**src/hdl/gve_pkg.sv**
```systemverilog
// ----------------------------------------------------------------------------
// gve_pkg
// Shared codes and types for the grid velocity extrapolation block.
// ----------------------------------------------------------------------------
package gve_pkg;

	localparam int MAX_X_DEF = 32;
	localparam int MAX_Y_DEF = 32;
	localparam int MAX_Z_DEF = 32;

	// command codes
	localparam logic [1:0] CMD_LOAD = 2'd0;
	localparam logic [1:0] CMD_RUN  = 2'd1;
	localparam logic [1:0] CMD_READ = 2'd2;

	// cell status codes
	localparam logic [1:0] ST_UNKNOWN = 2'd0;
	localparam logic [1:0] ST_WAITING = 2'd1;
	localparam logic [1:0] ST_KNOWN   = 2'd2;
	localparam logic [1:0] ST_DONE    = 2'd3;

	// register indexes
	localparam logic [2:0] REG_SIZE_X = 3'd0;
	localparam logic [2:0] REG_SIZE_Y = 3'd1;
	localparam logic [2:0] REG_SIZE_Z = 3'd2;
	localparam logic [2:0] REG_LAYERS = 3'd3;

	localparam logic [5:0] SIZE_RST   = 6'd32;
	localparam logic [7:0] LAYERS_RST = 8'd1;

	typedef enum logic [3:0] {
		S_IDLE, S_RD_SELF, S_CHK_SELF, S_RD_NB, S_CHK_NB,
		S_DIVGO, S_DIV, S_WR_SELF, S_NEXT, S_FIN
	} seq_state_t;

	typedef enum logic [1:0] {
		PH_RB, PH_P1, PH_P2, PH_P3
	} phase_t;

	typedef struct packed {
		logic busy;
		logic done;
	} seq_stat_t;

endpackage

```
**src/hdl/gve_div.sv**
```systemverilog
// ----------------------------------------------------------------------------
// gve_div
// Signed sum divided by a small count, one quotient bit per cycle,
// truncating toward zero.
// ----------------------------------------------------------------------------
module gve_div (
	input  logic               clk,
	input  logic               arst_n,
	input  logic               start,
	input  logic signed [34:0] dividend,
	input  logic [2:0]         divisor,
	output logic               done,
	output logic [31:0]        quot
);
	logic [34:0] q_q;
	logic [3:0]  rem_q;
	logic [2:0]  dv_q;
	logic        neg_q;
	logic [5:0]  cnt_q;
	logic        run_q;
	logic [3:0]  rem_sh;
	logic        ge;
	logic [34:0] q_nx;

	assign rem_sh = {rem_q[2:0], q_q[34]};
	assign ge     = rem_sh >= {1'b0, dv_q};
	assign q_nx   = {q_q[33:0], ge};

	always_ff @(posedge clk or negedge arst_n) begin
		if (!arst_n) begin
			run_q <= 1'b0;
			done  <= 1'b0;
			cnt_q <= '0;
		end else begin
			done <= 1'b0;
			if (start) begin
				run_q <= 1'b1;
				cnt_q <= '0;
			end else if (run_q) begin
				cnt_q <= cnt_q + 6'd1;
				if (cnt_q == 6'd34) begin
					run_q <= 1'b0;
					done  <= 1'b1;
				end
			end
		end
	end

	always_ff @(posedge clk) begin
		if (start) begin
			neg_q <= dividend[34];
			q_q   <= dividend[34] ? 35'(-dividend) : dividend;
			rem_q <= '0;
			dv_q  <= divisor;
		end else if (run_q) begin
			rem_q <= ge ? rem_sh - {1'b0, dv_q} : rem_sh;
			q_q   <= q_nx;
			if (cnt_q == 6'd34) begin
				quot <= neg_q ? 32'(-q_nx) : q_nx[31:0];
			end
		end
	end
endmodule

```
**src/hdl/gve_seq.sv**
```systemverilog
// ----------------------------------------------------------------------------
// gve_seq
// Run sequencer: status rebuild and layered sweeps over the grid memories.
// ----------------------------------------------------------------------------
module gve_seq #(
	parameter int XW = 5,
	parameter int YW = 5,
	parameter int ZW = 5
) (
	input  logic                  clk,
	input  logic                  arst_n,
	input  logic                  run,
	input  logic [XW-1:0]         lim_x,
	input  logic [YW-1:0]         lim_y,
	input  logic [ZW-1:0]         lim_z,
	input  logic                  thin,
	input  logic [7:0]            layers,
	input  logic [1:0]            st_rdata,
	input  logic [32:0]           vv_rdata,
	output logic [XW+YW+ZW-1:0]   rd_addr,
	output logic [XW+YW+ZW-1:0]   wr_addr,
	output logic                  st_we,
	output logic [1:0]            st_wdata,
	output logic                  vv_we,
	output logic [32:0]           vv_wdata,
	output gve_pkg::seq_stat_t    stat
);
	localparam int AW = XW + YW + ZW;

	gve_pkg::seq_state_t state_q, state_nx;
	gve_pkg::phase_t     phase_q;
	logic [XW-1:0] x_q;
	logic [YW-1:0] y_q;
	logic [ZW-1:0] z_q;
	logic [2:0]    d_q;
	logic [7:0]    l_q;
	logic          any_q;
	logic          sv_q;
	logic signed [34:0] sum_q;
	logic [2:0]    cnt_q;
	logic [AW-1:0] self_a, nb_a;
	logic [XW-1:0] hx;
	logic [YW-1:0] hy;
	logic [ZW-1:0] hz;
	logic          lo, last, fin_now, border;
	logic          div_start, div_done;
	logic [31:0]   quot;

	assign lo   = (phase_q != gve_pkg::PH_RB);
	assign hx   = lo ? lim_x - XW'(1) : lim_x;
	assign hy   = lo ? lim_y - YW'(1) : lim_y;
	assign hz   = lo ? lim_z - ZW'(1) : lim_z;
	assign last = (x_q == hx) && (y_q == hy) && (z_q == hz);
	assign fin_now = last && (((phase_q == gve_pkg::PH_RB) && (thin || layers == 8'd0)) ||
		((phase_q == gve_pkg::PH_P3) && (l_q == layers - 8'd1)));
	assign border = (x_q == '0) || (y_q == '0) || (z_q == '0) ||
		(x_q == lim_x) || (y_q == lim_y) || (z_q == lim_z);
	assign self_a = {z_q, y_q, x_q};

	always_comb begin
		nb_a = self_a;
		case (d_q)
			3'd0: nb_a = {z_q, y_q, x_q - XW'(1)};
			3'd1: nb_a = {z_q, y_q, x_q + XW'(1)};
			3'd2: nb_a = {z_q, y_q - YW'(1), x_q};
			3'd3: nb_a = {z_q, y_q + YW'(1), x_q};
			3'd4: nb_a = {z_q - ZW'(1), y_q, x_q};
			default: nb_a = {z_q + ZW'(1), y_q, x_q};
		endcase
	end

	// next state
	always_comb begin
		state_nx = state_q;
		case (state_q)
			gve_pkg::S_IDLE: if (run) state_nx = gve_pkg::S_RD_SELF;
			gve_pkg::S_RD_SELF: state_nx = gve_pkg::S_CHK_SELF;
			gve_pkg::S_CHK_SELF: begin
				state_nx = gve_pkg::S_NEXT;
				if ((phase_q == gve_pkg::PH_P1 && st_rdata == gve_pkg::ST_KNOWN) ||
					(phase_q == gve_pkg::PH_P2 && st_rdata == gve_pkg::ST_WAITING))
					state_nx = gve_pkg::S_RD_NB;
			end
			gve_pkg::S_RD_NB: state_nx = gve_pkg::S_CHK_NB;
			gve_pkg::S_CHK_NB: begin
				if (d_q != 3'd5) begin
					state_nx = gve_pkg::S_RD_NB;
				end else if (phase_q == gve_pkg::PH_P1) begin
					state_nx = gve_pkg::S_WR_SELF;
				end else if (cnt_q == 3'd0 && st_rdata != gve_pkg::ST_KNOWN) begin
					state_nx = gve_pkg::S_NEXT;
				end else begin
					state_nx = gve_pkg::S_DIVGO;
				end
			end
			gve_pkg::S_DIVGO: state_nx = gve_pkg::S_DIV;
			gve_pkg::S_DIV: if (div_done) state_nx = gve_pkg::S_WR_SELF;
			gve_pkg::S_WR_SELF: state_nx = gve_pkg::S_NEXT;
			gve_pkg::S_NEXT: state_nx = fin_now ? gve_pkg::S_FIN : gve_pkg::S_RD_SELF;
			gve_pkg::S_FIN: state_nx = gve_pkg::S_IDLE;
			default: state_nx = gve_pkg::S_IDLE;
		endcase
	end

	// outputs
	always_comb begin
		rd_addr   = self_a;
		wr_addr   = self_a;
		st_we     = 1'b0;
		st_wdata  = gve_pkg::ST_KNOWN;
		vv_we     = 1'b0;
		vv_wdata  = {sv_q, quot};
		div_start = 1'b0;
		stat.busy = (state_q != gve_pkg::S_IDLE);
		stat.done = (state_q == gve_pkg::S_FIN);
		case (state_q)
			gve_pkg::S_RD_NB: rd_addr = nb_a;
			gve_pkg::S_CHK_SELF: begin
				case (phase_q)
					gve_pkg::PH_RB: begin
						st_we    = 1'b1;
						st_wdata = vv_rdata[32] ? gve_pkg::ST_KNOWN :
							(border ? gve_pkg::ST_DONE : gve_pkg::ST_UNKNOWN);
					end
					gve_pkg::PH_P3: st_we = (st_rdata == gve_pkg::ST_WAITING);
					default: st_we = 1'b0;
				endcase
			end
			gve_pkg::S_CHK_NB: begin
				wr_addr  = nb_a;
				st_wdata = gve_pkg::ST_WAITING;
				st_we    = (phase_q == gve_pkg::PH_P1) && (st_rdata == gve_pkg::ST_UNKNOWN);
			end
			gve_pkg::S_DIVGO: div_start = 1'b1;
			gve_pkg::S_WR_SELF: begin
				st_wdata = gve_pkg::ST_DONE;
				st_we    = (phase_q == gve_pkg::PH_P1) && !any_q;
				vv_we    = (phase_q == gve_pkg::PH_P2);
			end
			default: ;
		endcase
	end

	always_ff @(posedge clk or negedge arst_n) begin
		if (!arst_n) begin
			state_q <= gve_pkg::S_IDLE;
			phase_q <= gve_pkg::PH_RB;
			x_q <= '0;
			y_q <= '0;
			z_q <= '0;
			d_q <= '0;
			l_q <= '0;
		end else begin
			state_q <= state_nx;
			case (state_q)
				gve_pkg::S_IDLE: if (run) begin
					phase_q <= gve_pkg::PH_RB;
					x_q <= '0;
					y_q <= '0;
					z_q <= '0;
					l_q <= '0;
				end
				gve_pkg::S_CHK_SELF: d_q <= '0;
				gve_pkg::S_CHK_NB: d_q <= d_q + 3'd1;
				gve_pkg::S_NEXT: begin
					if (last) begin
						x_q <= XW'(1);
						y_q <= YW'(1);
						z_q <= ZW'(1);
						case (phase_q)
							gve_pkg::PH_RB: phase_q <= gve_pkg::PH_P1;
							gve_pkg::PH_P1: phase_q <= gve_pkg::PH_P2;
							gve_pkg::PH_P2: phase_q <= gve_pkg::PH_P3;
							default: begin
								phase_q <= gve_pkg::PH_P1;
								l_q     <= l_q + 8'd1;
							end
						endcase
					end else if (x_q != hx) begin
						x_q <= x_q + XW'(1);
					end else begin
						x_q <= XW'(lo);
						if (y_q != hy) begin
							y_q <= y_q + YW'(1);
						end else begin
							y_q <= YW'(lo);
							z_q <= z_q + ZW'(1);
						end
					end
				end
				default: ;
			endcase
		end
	end

	// payload accumulators
	always_ff @(posedge clk) begin
		if (state_q == gve_pkg::S_CHK_SELF) begin
			any_q <= 1'b0;
			sum_q <= '0;
			cnt_q <= '0;
			sv_q  <= vv_rdata[32];
		end else if (state_q == gve_pkg::S_CHK_NB) begin
			if (st_rdata == gve_pkg::ST_UNKNOWN || st_rdata == gve_pkg::ST_WAITING)
				any_q <= 1'b1;
			if (st_rdata == gve_pkg::ST_KNOWN) begin
				sum_q <= sum_q + 35'(signed'(vv_rdata[31:0]));
				cnt_q <= cnt_q + 3'd1;
			end
		end
	end

	gve_div u_div (
		.clk      (clk),
		.arst_n   (arst_n),
		.start    (div_start),
		.dividend (sum_q),
		.divisor  (cnt_q),
		.done     (div_done),
		.quot     (quot)
	);

`ifndef SYNTH
	a_one_port: assert property (@(posedge clk) disable iff (!arst_n) !(st_we && vv_we))
		else $error("status and value written together");
	a_div_wait: assert property (@(posedge clk) disable iff (!arst_n)
		div_done |-> state_q == gve_pkg::S_DIV)
		else $error("divider finished outside wait");
	a_nb_range: assert property (@(posedge clk) disable iff (!arst_n)
		state_q == gve_pkg::S_CHK_NB |-> d_q <= 3'd5)
		else $error("neighbor index out of range");
	a_div_cnt: assert property (@(posedge clk) disable iff (!arst_n)
		state_q == gve_pkg::S_DIVGO |-> cnt_q != 3'd0)
		else $error("division by zero count");
`endif
endmodule

```
**config.mk**
```make
export PLATFORM = sky130hd
export DESIGN_NAME = gve_seq
export DESIGN_NICKNAME = d
export VERILOG_FILES = /design/src/hdl/gve_pkg.sv /design/src/hdl/gve_div.sv /design/src/hdl/gve_seq.sv
export SDC_FILE = /design/constraint.sdc
export NUM_CORES = 1
export LEC_CHECK = 0
export ABC_AREA = 0
export BUFFER_PORTS_ARGS = -buffer_cell sky130_fd_sc_hd__buf_4
export CORE_MARGIN = 2
export CORE_UTILIZATION = 47
export CTS_CLUSTER_SIZE = 25
export DETAILED_ROUTE_END_ITERATION = 8
export PLACE_DENSITY = 0.66
export SYNTH_ARGS = -nofsm -noshare
export SYNTH_HDL_FRONTEND = slang
export SYNTH_SLANG_ARGS = --single-unit
```
**constraint.sdc**
```tcl
create_clock -name clk -period 7.1 [get_ports clk]
set_clock_uncertainty 0.15 [all_clocks]
set_input_delay 0.71 -clock clk [delete_from_list [all_inputs] [get_ports clk]]
set_output_delay 0.71 -clock clk [all_outputs]
set_load 0.02 [all_outputs]
```
# Word-level counts from Yosys, hierarchy flattened

Cells that the tools add are included.

Flip-flop bits (word level): 154
Latch bits: 0
Memory bits (writable): 0
Memory bits (read-only): 0
Memories kept: 0

Add/sub/neg operators: 18
$mul: 0
Divide/modulo/power cells: 0
Order comparisons: 1
Equality and inequality tests: 36
Shift-type cells: 0
Muxes and demuxes: 56
Bitwise logic cells: 1
Reduce and logical (&&, ||, !) cells: 44

Operators with widths:

| operator                                         | count |
|---|---|
| two-way mux 35 bit                               | 3 |
| case mux 15 bit (5 select lines)                 | 1 |
| two-way mux 5 bit                                | 12 |
| case mux 4 bit (9 select lines)                  | 1 |
| adder 35 x 32 -> 35 bit                          | 1 |
| negation 35 bit                                  | 1 |
| two-way mux 32 bit                               | 1 |
| negation 32 bit                                  | 1 |
| == test 5 bit                                    | 6 |
| two-way mux 15 bit                               | 2 |
| case mux 5 bit (2 select lines)                  | 3 |
| subtractor 5 x 1 -> 5 bit, second input constant | 6 |
| two-way mux 4 bit                                | 7 |
| two-way mux 8 bit                                | 3 |
| == test 4 x 3 -> 1 bit, second input constant    | 4 |
| case mux 8 bit (2 select lines)                  | 1 |
| adder 5 x 1 -> 5 bit, second input constant      | 3 |
| logical NOT 5 bit                                | 3 |
| two-way mux 6 bit                                | 2 |
| logical AND 1 bit                                | 10 |
| two-way mux 2 bit                                | 5 |
| inequality test 5 bit                            | 2 |
| logical OR 1 bit                                 | 9 |
| inequality test 3 bit, second input constant     | 3 |
| other kinds (37)                                 | 66 |

# Longest topological paths before layout

Gate-level depths: netlist of run 1.

Depth in word-level cells: 10
Gate-level depth with buffers: 14
Gate-level depth less buffers: 14

# Modules after synthesis

A second synthesis of run 1 with hierarchy kept.

Cells, all modules: 1356
Area total of the unflattened synthesis: 11467.2 um^2

By module, submodules not included:

| module  | times used | cells each | area an instance (um^2) | seq. area each (um^2) |
|---|---|---|---|---|
| gve_seq | 1          | 938        | 6957.9                  | 1611.5 |
| gve_div | 1          | 418        | 4509.3                  | 2392.3 |

# Least setup slack after synthesis of run 1

OpenSTA, ideal clock, no wires.

Path type: register to register
From: register state_q[3]
To: register u_div.q_q[0], enable pin
Setup time: 0.477 ns
Data arrival time: 3.303 ns
Required time: 6.473 ns
Slack: 3.170 ns
Stages on the path, launching flop included: 4
Buffers on the path: 1
Clock period less this slack: 3.930 ns
Cell sequence: dfrtp_1 clkbuf_1 nand2b_1 o21ai_0

Cells in the longest elaborated chain, start to end: 3

Ends and longest elaborated chain:

| element                      | line           | source |
|---|---|---|
| start: declaration           | gve_seq.sv:30  | `gve_pkg::seq_state_t state_q, state_nx;` |
| start signal: assignment     | gve_seq.sv:146 | `state_q <= gve_pkg::S_IDLE;` |
| start signal: assignment     | gve_seq.sv:154 | `state_q <= state_nx;` |
| == test 4 x 3 -> 1 bit       | gve_seq.sv:116 | `case (state_q)` |
| two-way mux 1 bit            | gve_seq.sv:116 |  |
| nonzero test 2 bit (no line) | --             |  |
| end signal: assignment       | gve_div.sv:52  | `q_q <= dividend[34] ? 35'(-dividend) : dividend;` |
| end signal: assignment       | gve_div.sv:57  | `q_q <= q_nx;` |
| end: declaration             | gve_div.sv:15  | `logic [34:0] q_q;` |

No other way between the ends.
A chain may end at the register's enable or synchronous reset.

# Worst setup path after layout of run 1

From: register d_q[2]
To: output rd_addr[4]

Cells in the longest elaborated chain, start to end: 3
Elaborated cells between the ends (all ways): 7
Classes of those cells: 4 x eq/ne; 2 x mux; 1 x reduce/logical

Ends and longest elaborated chain:

| element                                     | line           | source |
|---|---|---|
| start: declaration                          | gve_seq.sv:35  | `logic [2:0] d_q;` |
| start signal: assignment                    | gve_seq.sv:164 | `gve_pkg::S_CHK_NB: d_q <= d_q + 3'd1;` |
| == test 3 bit, or another cell as far along | gve_seq.sv:62  | `case (d_q)` |
| case mux 15 bit (5 select lines) *          | gve_seq.sv:62  |  |
| two-way mux 15 bit *                        | gve_seq.sv:116 |  |
| end: declaration                            | gve_seq.sv:20  | `output logic [XW+YW+ZW-1:0] rd_addr,` |

Mark *: on every way between the ends. The rest lies on a longest branch, timed or not.

==> results of run 1 <==
## cell type report
class | count | area [sq um]
tap | 319 | 399
clock buffer | 17 | 425
clock inverter | 15 | 166
timing repair buffer | 138 | 1040
inverter | 49 | 184
fill | 2248 | 10500
sequential | 154 | 4000
multi-input combinational | 1075 | 6830
## kinds of logic after synthesis
logic type	after synthesis	synth area share (%)
AND/OR/NAND/NOR	474	20.1
AO/OA/AOI/OAI	385	20.8
flip-flops	154	35.5
XOR/XNOR	137	10.6
buffers and inverters	123	4.15
adder cells (fa/ha/maj)	69	7.79
multiplexers	10	1.03
## flip-flops by register name, summed over array words and instances (netlist names), 3 cells and up
register	flops
sum_q	35
u_div.q_q	35
u_div.quot	32
l_q	8
u_div.cnt_q	6
x_q	5
y_q	5
z_q	5
state_q	4
cnt_q	3
d_q	3
u_div.dv_q	3
u_div.rem_q	3
## layout by cell type (no fill, tap or decap), drive strengths merged, types with 4 or more instances in the layout
| cell type | netlist | routed |
|---|---|---|
| nand2 | 168 | 168 |
| buf | 9 | 138 |
| o21ai | 122 | 122 |
| a21oi | 119 | 119 |
| nor2 | 116 | 116 |
| xnor2 | 75 | 75 |
| edfxtp | 72 | 72 |
| ha | 67 | 67 |
| xor2 | 62 | 62 |
| inv | 49 | 59 |
| dfxtp | 42 | 42 |
| dfrtp | 40 | 40 |
| nand3 | 36 | 36 |
| o31ai | 34 | 34 |
| nand2b | 26 | 26 |
| nor4 | 20 | 20 |
| nand4 | 19 | 19 |
| a21o | 17 | 17 |
| clkbuf | 65 | 17 |
| nor3 | 15 | 15 |
| nor2b | 13 | 13 |
| or3 | 13 | 13 |
| a31oi | 12 | 12 |
| and3 | 11 | 11 |
| o41ai | 11 | 11 |
| o21bai | 10 | 10 |
| or4 | 9 | 9 |
| nand3b | 8 | 8 |
| mux2i | 6 | 6 |
| o22ai | 6 | 6 |
| o21a | 6 | 6 |
| or2 | 6 | 6 |
| a211oi | 5 | 5 |
| o2111ai | 5 | 5 |
| clkinv | 0 | 5 |
| a22o | 4 | 4 |
| o211ai | 4 | 4 |
| and2 | 4 | 4 |
## through the flow
step	hold WS [ns]	std cells	power (W)	area (sq um)
5_1_grt	0.149	1767	0.00502	13000
3_3_place_gp	0.289	1735	0.00370	12400
6_report	0.100	1767	0.00465	13000
4_1_cts	0.117	1767	0.00465	13000
2_1_floorplan	0.256	1352	0.00317	11300
3_5_place_dp	0.303	1735	0.00374	12400
## routing by layer
metal,wire (um),share of wire [%],GRT usage (%)
met1,13400,49,31.9
met2,12100,44,33.5
met3,1340,4.9,2.51
met4,313,1.2,4.83
met5,0,0,0
## critical path, cell delays in order (launching register included)
cell,delay (ns)
dfrtp_1,0.59
inv_1,0.17
ha_1,0.41
nor4_1,0.89
nand2_1,0.11
a21oi_1,0.29
o21ai_0,0.12
buf_4,0.20
## worst paths after layout
path | to | cells after the start
max | rd_addr[4] | 7
min | z_q[3] | 1
max reg2reg | l_q[5] | 11
min reg2reg | any_q | 2
max in group asynchronous | l_q[3] | 1
min in group clk | any_q | 2
## Yosys cell counts (all sizes together) (3+ instances only)
cell | instances | area share (%)
xor2 | 62 | 4.8
and3 | 11 | 0.61
a31oi | 12 | 0.67
clkbuf | 65 | 2.2
nor3 | 15 | 0.67
inv | 49 | 1.6
nand2 | 168 | 5.6
or4 | 9 | 0.60
a22o | 4 | 0.31
a21oi | 119 | 5.3
o21a | 6 | 0.40
nand4b | 3 | 0.23
nor2b | 13 | 0.72
o211ai | 4 | 0.27
o21bai | 10 | 0.67
xnor2 | 75 | 5.8
nand3b | 8 | 0.53
edfxtp | 72 | 19
a211oi | 5 | 0.33
and2 | 4 | 0.24
nand2b | 26 | 1.4
mux2i | 6 | 0.53
nor4 | 20 | 1.3
a221oi | 3 | 0.23
nand4 | 19 | 1.1
a211o | 3 | 0.23
a21boi | 3 | 0.20
nand3 | 36 | 1.6
buf | 9 | 0.35
ha | 67 | 7.4
dfrtp | 40 | 8.9
dfxtp | 42 | 7.5
or3 | 13 | 0.72
o21ai | 122 | 5.4
o2111ai | 5 | 0.39
a21o | 17 | 1.1
nor2 | 116 | 3.9
o22ai | 6 | 0.33
nor4b | 3 | 0.23
or2 | 6 | 0.33
mux2 | 3 | 0.30
o41ai | 11 | 0.92
o31ai | 34 | 2.4
a32oi | 3 | 0.23
## power breakdown
| group | leakage [nW] | total [W] | switching (W) | internal (W) |
|---|---|---|---|---|
| logic | 3.46 | 0.00212 | 0.00127 | 0.000852 |
| registers | 1.57 | 0.00163 | 0.000358 | 0.00127 |
| clock network | 0.293 | 0.000907 | 0.000430 | 0.000476 |
==> metrics.md, run 1 <==
| Metric | Value |
|---|---|
| H-tree depth | 4 |
| Worst Setup End Kind | output pin |
| Post-synth EDFFs | 72 |
| Final min period | 4.05 ns |
| Synth Area per Inst | 8.34 sq um |
| Outcome | completed |
| Reg-to-reg setup timing slack | 3.21 ns |
| Final Max Tran Viols | 0 |
| Fraction of layout cells with a size suffix above 1 | 13.3% |
| Total negative slack | 0 ns |
| # Max-Cap Violations | 0 |
| I/O Pins | 131 |
| Reg2reg start | phase_q[0] |
| Layout Area Growth over Synthesis | 15.6% |
| Crit-path max FO | 14 |
| Synth cell types | 73 |
| Max VDD drop | 0.190 mV |
| N_diodes | 0 |
| Global-route wire length before repair | 45.3 mm |
| Drt first pass iters | 5 |
| Setup ws final | 3.05 ns |
| Critical path startpoint | d_q[2] |
| Register area share after synthesis | 35.5% |
| Postcts setup bufs | 0 |
| Total number of vias | 9,917 |
| Dpl hpwl | 20.2 mm |
| Clk Latency, worst-skew pair | 0.43 ns |
| CTS buffer count | 17 |
| Syn_nets | 1,483 |
| IO buf count | 130 |
| Num Clock Sinks | 154 |
| PostCTS Resize Cnt | 0 |
| Warnings, synthesis | 0 |
| Detail Route Antenna Nets | 0 |
| Initial antenna violation count | 0 |
| Routability cong. | 0.869 |
| CTS hold repair buffers | 0 |
| Syn Inst Count | 1,352 |
| Clock Tree Root | clkbuf_16 |
| Pwr Density | 357 nW/um^2 |
| DRT iter0 DRCs | 727 |
| # setup viols final | 0 |
| Ys async rst share | 26.0% |
| # rows | 56 |
| Total GRT Usage | 21.4% |
| Hold Fails Final Rpt | 0 |
| Startpoint Class | register |
| RSZ-0062 raised after global routing | false |
| Maximum clock rate | 0.247 GHz |
| Largest net degree at the start of global routing | 83 |
| Clock transition at path regs | 0.08 ns |
| Die height | 159 um |
| Core Util, Final | 55.4% |
| DIE WIDTH | 159 um |
| WP data required | 6.24 ns |
| WL/cell | 15.4 um |
| Die Area | 25,300 sq um |
| Aggregate global routing overflow | 0 |
| Worst slew pin tran | 1.08 ns |
| Dpl ws | 3.24 ns |
| Initial Utilization | 47.9% |
| Critical path data arrival time | 3.19 ns |
| DR vias/cell | 5.61 |
| Worst hold-check path type | input pin to asynchronous set/reset pin |
| Ys flop type | edfxtp_1 |
| DR DRC count | 0 |
| Fin crit share | 57.0% |
| WL final | 27.2 mm |
| Max-slew headroom | 27.7% |
| Vias in the first global route | 8,998 |
| Final Net Count | 1,566 |
| Crit path kind | register to output pin |
| Syn Std Cell Area | 11,300 sq um |
| Core ar. | 23,500 sq um |
| CTS tree | done |
| Max clock buf depth | 2 |
| Synth Register Bits | 154 |
| Lkg Pwr | 5.32 nW |
Power figures use the tool's default switching activity.
==> run 2, diff against run 1 <==
- PLACE_DENSITY: 0.66 -> 0.69
- clock period: 7.1 -> 3.3 ns (I/O delays scaled with it)
==> metrics.md, run 2 (synthesis gave the netlist of run 1 again) <==
| Metric | Value |
|---|---|
| Reg power frac | 34.0% |
| Core Util, Final | 56.7% |
| N_diodes | 0 |
| Outcome | completed |
| Max clock buf depth | 2 |
| DR vias/cell | 5.55 |
| Final Net Count | 1,594 |
| Commonest non-fill, non-tap cell in the layout | nand2_1 |
| DIE WIDTH | 159 um |
| Die height | 159 um |
| Worst slew pin tran | 1.08 ns |
| Placed Cells incl. Taps | 1,760 |
| Area of all placed cells without fillers | 13,300 sq um |
| Critical path data arrival time | 2.63 ns |
| Final Max Tran Viols | 0 |
| Max-slew headroom | 28.2% |
| Sw Share | 44.0% |
| CP bufs+invs | 4 |
| Critical path, cell by cell | inv_1 > ha_1 > nor2b_1 > buf_4 > nor4_1 > buf_4 > nand4_1 > a21oi_1 > a31oi_2 > o21ai_0 > buf_4 |
| Dpl hpwl | 20.8 mm |
| Fin crit share | 94.3% |
| CTS tree | done |
| Total GRT Usage | 21.7% |
| Min Hold Slack | 0.137 ns |
| P_int | 0.00571 W |
| Clock share of power | 19.2% |
| Global-route wire length before repair | 45.7 mm |
| Largest net degree at the start of global routing | 83 |
| # Max-Cap Violations | 0 |
| Lkg Pwr | 5.49 nW |
| # rows | 56 |
| Hold Fails Final Rpt | 0 |
| CTS buffer count | 17 |
| Crit path kind | register to output pin |
| Die Area | 25,300 sq um |
| Routability cong. | 0.891 |
| Fraction of layout cells with a size suffix above 1 | 15.6% |
| Worst hold-check path type | input pin to register |
| Fillcell total | 2,154 |
| Most frequent cells in the layout | nand2_1, buf_4, a21oi_1, o21ai_0, nor2_1 |
| Slowest stage delay, CP | 0.42 ns |
| Hold Path Sink | sum_q[0] |
| Drt first pass iters | 6 |
| DRT iter0 DRCs | 676 |
| Reg-to-reg setup timing slack | 0.19 ns |
| Initial Utilization | 47.9% |
| Final min period | 3.11 ns |
| # setup viols final | 0 |
| Logic gate share of total power | 46.8% |
| Crit-path max FO | 10 |
| Max VDD drop | 0.323 mV |
| WL final | 27.6 mm |
| Vias in the first global route | 9,334 |
| Postcts setup bufs | 0 |
| Aggregate global routing overflow | 0 |
| WL/cell | 15.4 um |
| WP data required | 2.82 ns |
| RR Endpoint | sum_q[32] |
| Reg2reg start | sum_q[0] |
| Clock Tree Root | clkbuf_16 |
| Startpoint Class | register |
| Num Clock Sinks | 154 |
| Largest registers | sum_q: 35 flops, u_div.q_q: 35 flops, u_div.quot: 32 flops |
| Final std cells w/o fill | 1,795 |
| Worst r2r path cells | 12 |
| Initial antenna violation count | 0 |
| IO buf count | 130 |
| Worst Setup End Kind | output pin |
| Core ar. | 23,500 sq um |
| Maximum clock rate | 0.321 GHz |
| Worst path top cell family by delay | buffers and inverters |
| DR DRC count | 0 |
| H-tree depth | 4 |
| Layout Area Growth over Synthesis | 18.2% |
| Pwr Density | 763 nW/um^2 |
| Placed Instance Area | 12,600 sq um |
| Hold Path Origin | vv_rdata[0] |
| Clk Latency, worst-skew pair | 0.43 ns |
| CP max stage cell | dfrtp_1 |
| Hold Crit Depth | 4 |
| Total number of vias | 9,966 |
| I/O Pins | 131 |
| Most common cell type on the critical path | buf_4 |
| Clock transition at path regs | 0.07 ns |
| Switching power | 0.00448 W |
| Detail Route Antenna Nets | 0 |
[run 2: cell types whose count changed in the layout (fill, tap and decap cells not counted), sizes merged]
cell | previous run | this run
buf | 138 | 163
clkinv | 5 | 4
clkinvlp | 0 | 1
dlygate4sd3 | 0 | 3
[run 2: through the flow]
step / setup TNS (ns) / power, W / setup slack, ns
floorplan: 0 / 0.00680 / 0.0969
global placement: 0 / 0.00806 / 0.120
detailed placement: 0 / 0.00815 / 0.0750
CTS: 0 / 0.0101 / 0.0694
global route: -0.0147 / 0.0110 / -0.0147
finish: 0 / 0.0102 / 0.189
[run 2: power by group through the flow]
stage          registers (W)  logic, W  clock network, W
2_1_floorplan        0.00319   0.00361                 0
3_3_place_gp         0.00346   0.00461                 0
3_5_place_dp         0.00348   0.00467                 0
4_1_cts              0.00345   0.00471           0.00199
5_1_grt              0.00356   0.00534           0.00207
6_report             0.00347   0.00476           0.00195
[run 2: area by class of cell]
class                      count  area, sq um  area share (%)
clock buffer                  17          425            3.19
clock inverter                15          170            1.28
inverter                      49          184            1.38
multi-input combinational   1075         6900            51.7
sequential                   154         4000            30.0
tap                          319          399            2.99
timing repair buffer         166         1250            9.40
[run 2: layer usage]
metal / GRT usage (%) / vias up / part of all wire [%]
met5: 0 / - / 0
met4: 6.61 / 0 / 1.6
met3: 3.37 / 33 / 6.2
met2: 33.5 / 263 / 44
met1: 31.3 / 4582 / 48
li1: - / 5088 / -
[run 2: worst register-to-register path: cells and delay by family (launching register included)]
family                   cells  cell delay (ns)
multiplexers                 1             0.16
flip-flops                   1             0.40
AND/OR/NAND/NOR              2             0.26
AO/OA/AOI/OAI                6             1.40
adder cells (fa/ha/maj)      2             0.57
buffers and inverters        1             0.05
[run 2: what timing repair did]
action,4_1_cts,5_1_grt
gates resized for setup,1,18
setup endpoints to repair,1,12
hold endpoints to repair,42,0
pin swaps,0,1
hold buffers,3,0
[run 2: worst max-delay path by stage]
stage,cells after the start,slack (ns),from,end
2_1_floorplan,5,0.1,state_q[3],u_div.quot[0]
3_3_place_gp,12,0.12,lim_y[0],l_q[5]
3_5_place_dp,13,0.07,u_div.dv_q[0],u_div.quot[30]
4_1_cts,13,0.07,u_div.dv_q[0],u_div.quot[30]
5_1_grt,11,-0.01,d_q[0],rd_addr[13]
6_report,11,0.19,d_q[0],rd_addr[13]
==> run 3, diff against run 2 <==
- ABC_AREA: 0 -> 1
==> metrics.md, run 3 <==
| Metric | Value |
|---|---|
| Outcome | completed |
| Top post-synthesis cells by area | edfxtp_1, nand2_1, dfrtp_1 |
| Most common cell type on the critical path | nand2_1 |
| Met3 Use GR | 3.59% |
| WL/cell | 14.9 um |
| Max clock buf depth | 2 |
| Fin crit share | 91.2% |
| N_diodes | 0 |
| # rows | 58 |
| Critical path data arrival time | 2.53 ns |
| Max-slew headroom | 48.4% |
| CP bufs+invs | 2 |
| DR DRC count | 0 |
| Yosys top cell by area | edfxtp_1 |
| WL final | 32.5 mm |
| Total GRT Usage | 24.5% |
| Post-synth EDFFs | 72 |
| Startpoint Class | register |
| Synth top area share | 17.8% |
| Lkg Pwr | 6.59 nW |
| Vias in the first global route | 10,400 |
| CTS buffer count | 17 |
| Postcts setup bufs | 0 |
| Pwr Density | 770 nW/um^2 |
| GRT met2 Usage | 35.4% |
| Die height | 165 um |
| Synth cell types | 54 |
| Core ar. | 25,300 sq um |
| DRT iter0 DRCs | 1,044 |
| DR vias/cell | 5.26 |
| Most common cell in the netlist | nand2_1 |
| Synth Area per Inst | 7.08 sq um |
| H-tree depth | 4 |
| Core Util, Final | 55.6% |
| Crit-path max FO | 7 |
| Commonest non-fill, non-tap cell in the layout | nand2_1 |
| DIE WIDTH | 165 um |
| Num Clock Sinks | 154 |
| Total number of vias | 11,500 |
| Most Used Layer, Global Route | met1 |
| Syn_nets | 1,842 |
| Slowest stage delay, CP | 0.54 ns |
| Worst path top cell family by delay | flip-flops |
| Met1 Resource Use GR | 38.0% |
| Final min period | 3.01 ns |
| Dpl hpwl | 25.7 mm |
| Clk Latency, worst-skew pair | 0.42 ns |
| Synth Register Bits | 154 |
| Aggregate global routing overflow | 0 |
| Total negative slack | 0 ns |
| Syn Std Cell Area | 12,100 sq um |
| Register area share after synthesis | 33.0% |
| Clock transition at path regs | 0.06 ns |
| Largest registers | sum_q: 35 flops, u_div.q_q: 35 flops, u_div.quot: 32 flops |
| Final Net Count | 1,964 |
| Maximum clock rate | 0.332 GHz |
| Synth cell count leaders | nand2_1, inv_1, nor2_1 |
| Clock Tree Root | clkbuf_16 |
| Most frequent cells in the layout | nand2_1, inv_1, nor2_1, o21ai_0, buf_4 |
| WP data required | 2.82 ns |
| # Max-Cap Violations | 0 |
| IO buf count | 130 |
| Worst slew pin tran | 0.774 ns |
| Largest net degree at the start of global routing | 43 |
| Initial antenna violation count | 0 |
| Worst Setup End Kind | output pin |
| Die Area | 27,100 sq um |
| I/O Pins | 131 |
| Crit path kind | register to output pin |
| Layout Area Growth over Synthesis | 15.8% |
| Warnings, synthesis | 0 |
| Global-route wire length before repair | 52.4 mm |
| RSZ-0062 raised after global routing | false |
| Syn Inst Count | 1,711 |
| Fraction of layout cells with a size suffix above 1 | 11.9% |
| # setup viols final | 0 |
| Max VDD drop | 0.448 mV |
| Critical path, cell by cell | inv_1 > ha_1 > nand3_1 > nand2_1 > a311oi_1 > nand2_1 > nand2_1 > nand3_1 > buf_4 |
| CP max stage cell | dfrtp_1 |
| Hold Fails Final Rpt | 0 |
| Final Max Tran Viols | 0 |
| Drt first pass iters | 5 |
| Worst hold-check path type | input pin to register |
| Ys flop type | edfxtp_1 |
| Ys async rst share | 26.0% |
| Detail Route Antenna Nets | 0 |
| Routability cong. | 0.929 |
| CTS tree | done |
| Initial Utilization | 48.0% |
==> run 3: changes by cell type after synthesis, moves of 30 or more <==
cell      before  now
xnor2_1       75   43
nand2_1      167  370
clkbuf_1      65   26
nor2_1       116  161
o31ai_1       33    3
inv_1         48  240
nand3_1       36  121
==> run 3: through the flow <==
step,worst slack [ns],cell area (sq um),hold slack (ns),total power [W],std cells
after CTS,0.173,14000,0.149,0.0108,2176
after global placement,0.401,13400,0.197,0.00878,2141
after floorplan,0.310,12100,-0.116,0.00732,1711
after global routing,0.0171,14000,0.164,0.0117,2176
final,0.291,14000,0.156,0.0108,2176
after detailed placement,0.301,13400,0.198,0.00886,2141
==> run 3: cells by family (layout without fill, tap and decap cells) <==
| logic type | count (synthesis) | in the layout | share of synthesized area (%) |
|---|---|---|---|
| flip-flops | 154 | 154 | 33.0 |
| buffers and inverters | 289 | 424 | 9.22 |
| adder cells (fa/ha/maj) | 69 | 69 | 7.25 |
| XOR/XNOR | 119 | 119 | 8.60 |
| AND/OR/NAND/NOR | 744 | 744 | 26.4 |
| AO/OA/AOI/OAI | 336 | 336 | 15.5 |
==> run 3: per-layer routing <==
layer,vias up,wire (um)
met5,-,0
met4,0,544
met3,34,2170
met2,358,13300
met1,5163,16400
li1,5900,-
==> run 3: final timing paths <==
check,slack [ns],endpoint,cells past startpoint,startpoint
worst max-delay path,0.29,st_wdata[0],9,x_q[0]
worst min-delay path,0.16,state_q[3],5,thin
worst max register to register,0.34,u_div.quot[26],16,u_div.dv_q[0]
worst min register to register,0.30,u_div.dv_q[2],0,cnt_q[2]
max in group asynchronous,2.32,phase_q[0],2,arst_n
min in group asynchronous,0.28,z_q[3],2,arst_n
==> run 3: final cells by class <==
cell class	count	area, sq um
Fill cell	2488	11200
Clock inverter	15	131
Sequential cell	154	4000
Tap cell	330	413
Clock buffer	17	425
Inverter	246	923
Timing Repair Buffer	146	1120
Multi-Input combinational cell	1268	7020
==> run 3: what timing repair did <==
action,4_1_cts,5_1_grt
resized for setup,0,4
setup endpoints to repair,0,5
hold endpoints to repair,42,0
hold buffers,3,0
==> run 3: power breakdown <==
group          internal (W)  leakage, nW  switching (W)
clock              0.000989        0.267       0.000860
combinational       0.00193         4.75        0.00366
sequential          0.00274         1.57       0.000631
==> run 3: worst reg2reg max path: stages (launching register included) <==
cell      delay, ns
edfxtp_1       0.38
ha_1           0.23
fa_1           0.39
inv_1          0.08
nand2_1        0.07
nand3_2        0.14
inv_2          0.07
ha_1           0.19
nand2_1        0.11
nor2_2         0.07
nand3_1        0.11
nor2_1         0.07
nand2_1        0.12
nand2_1        0.09
o21ai_1        0.20
a21oi_1        0.09
xnor2_1        0.16
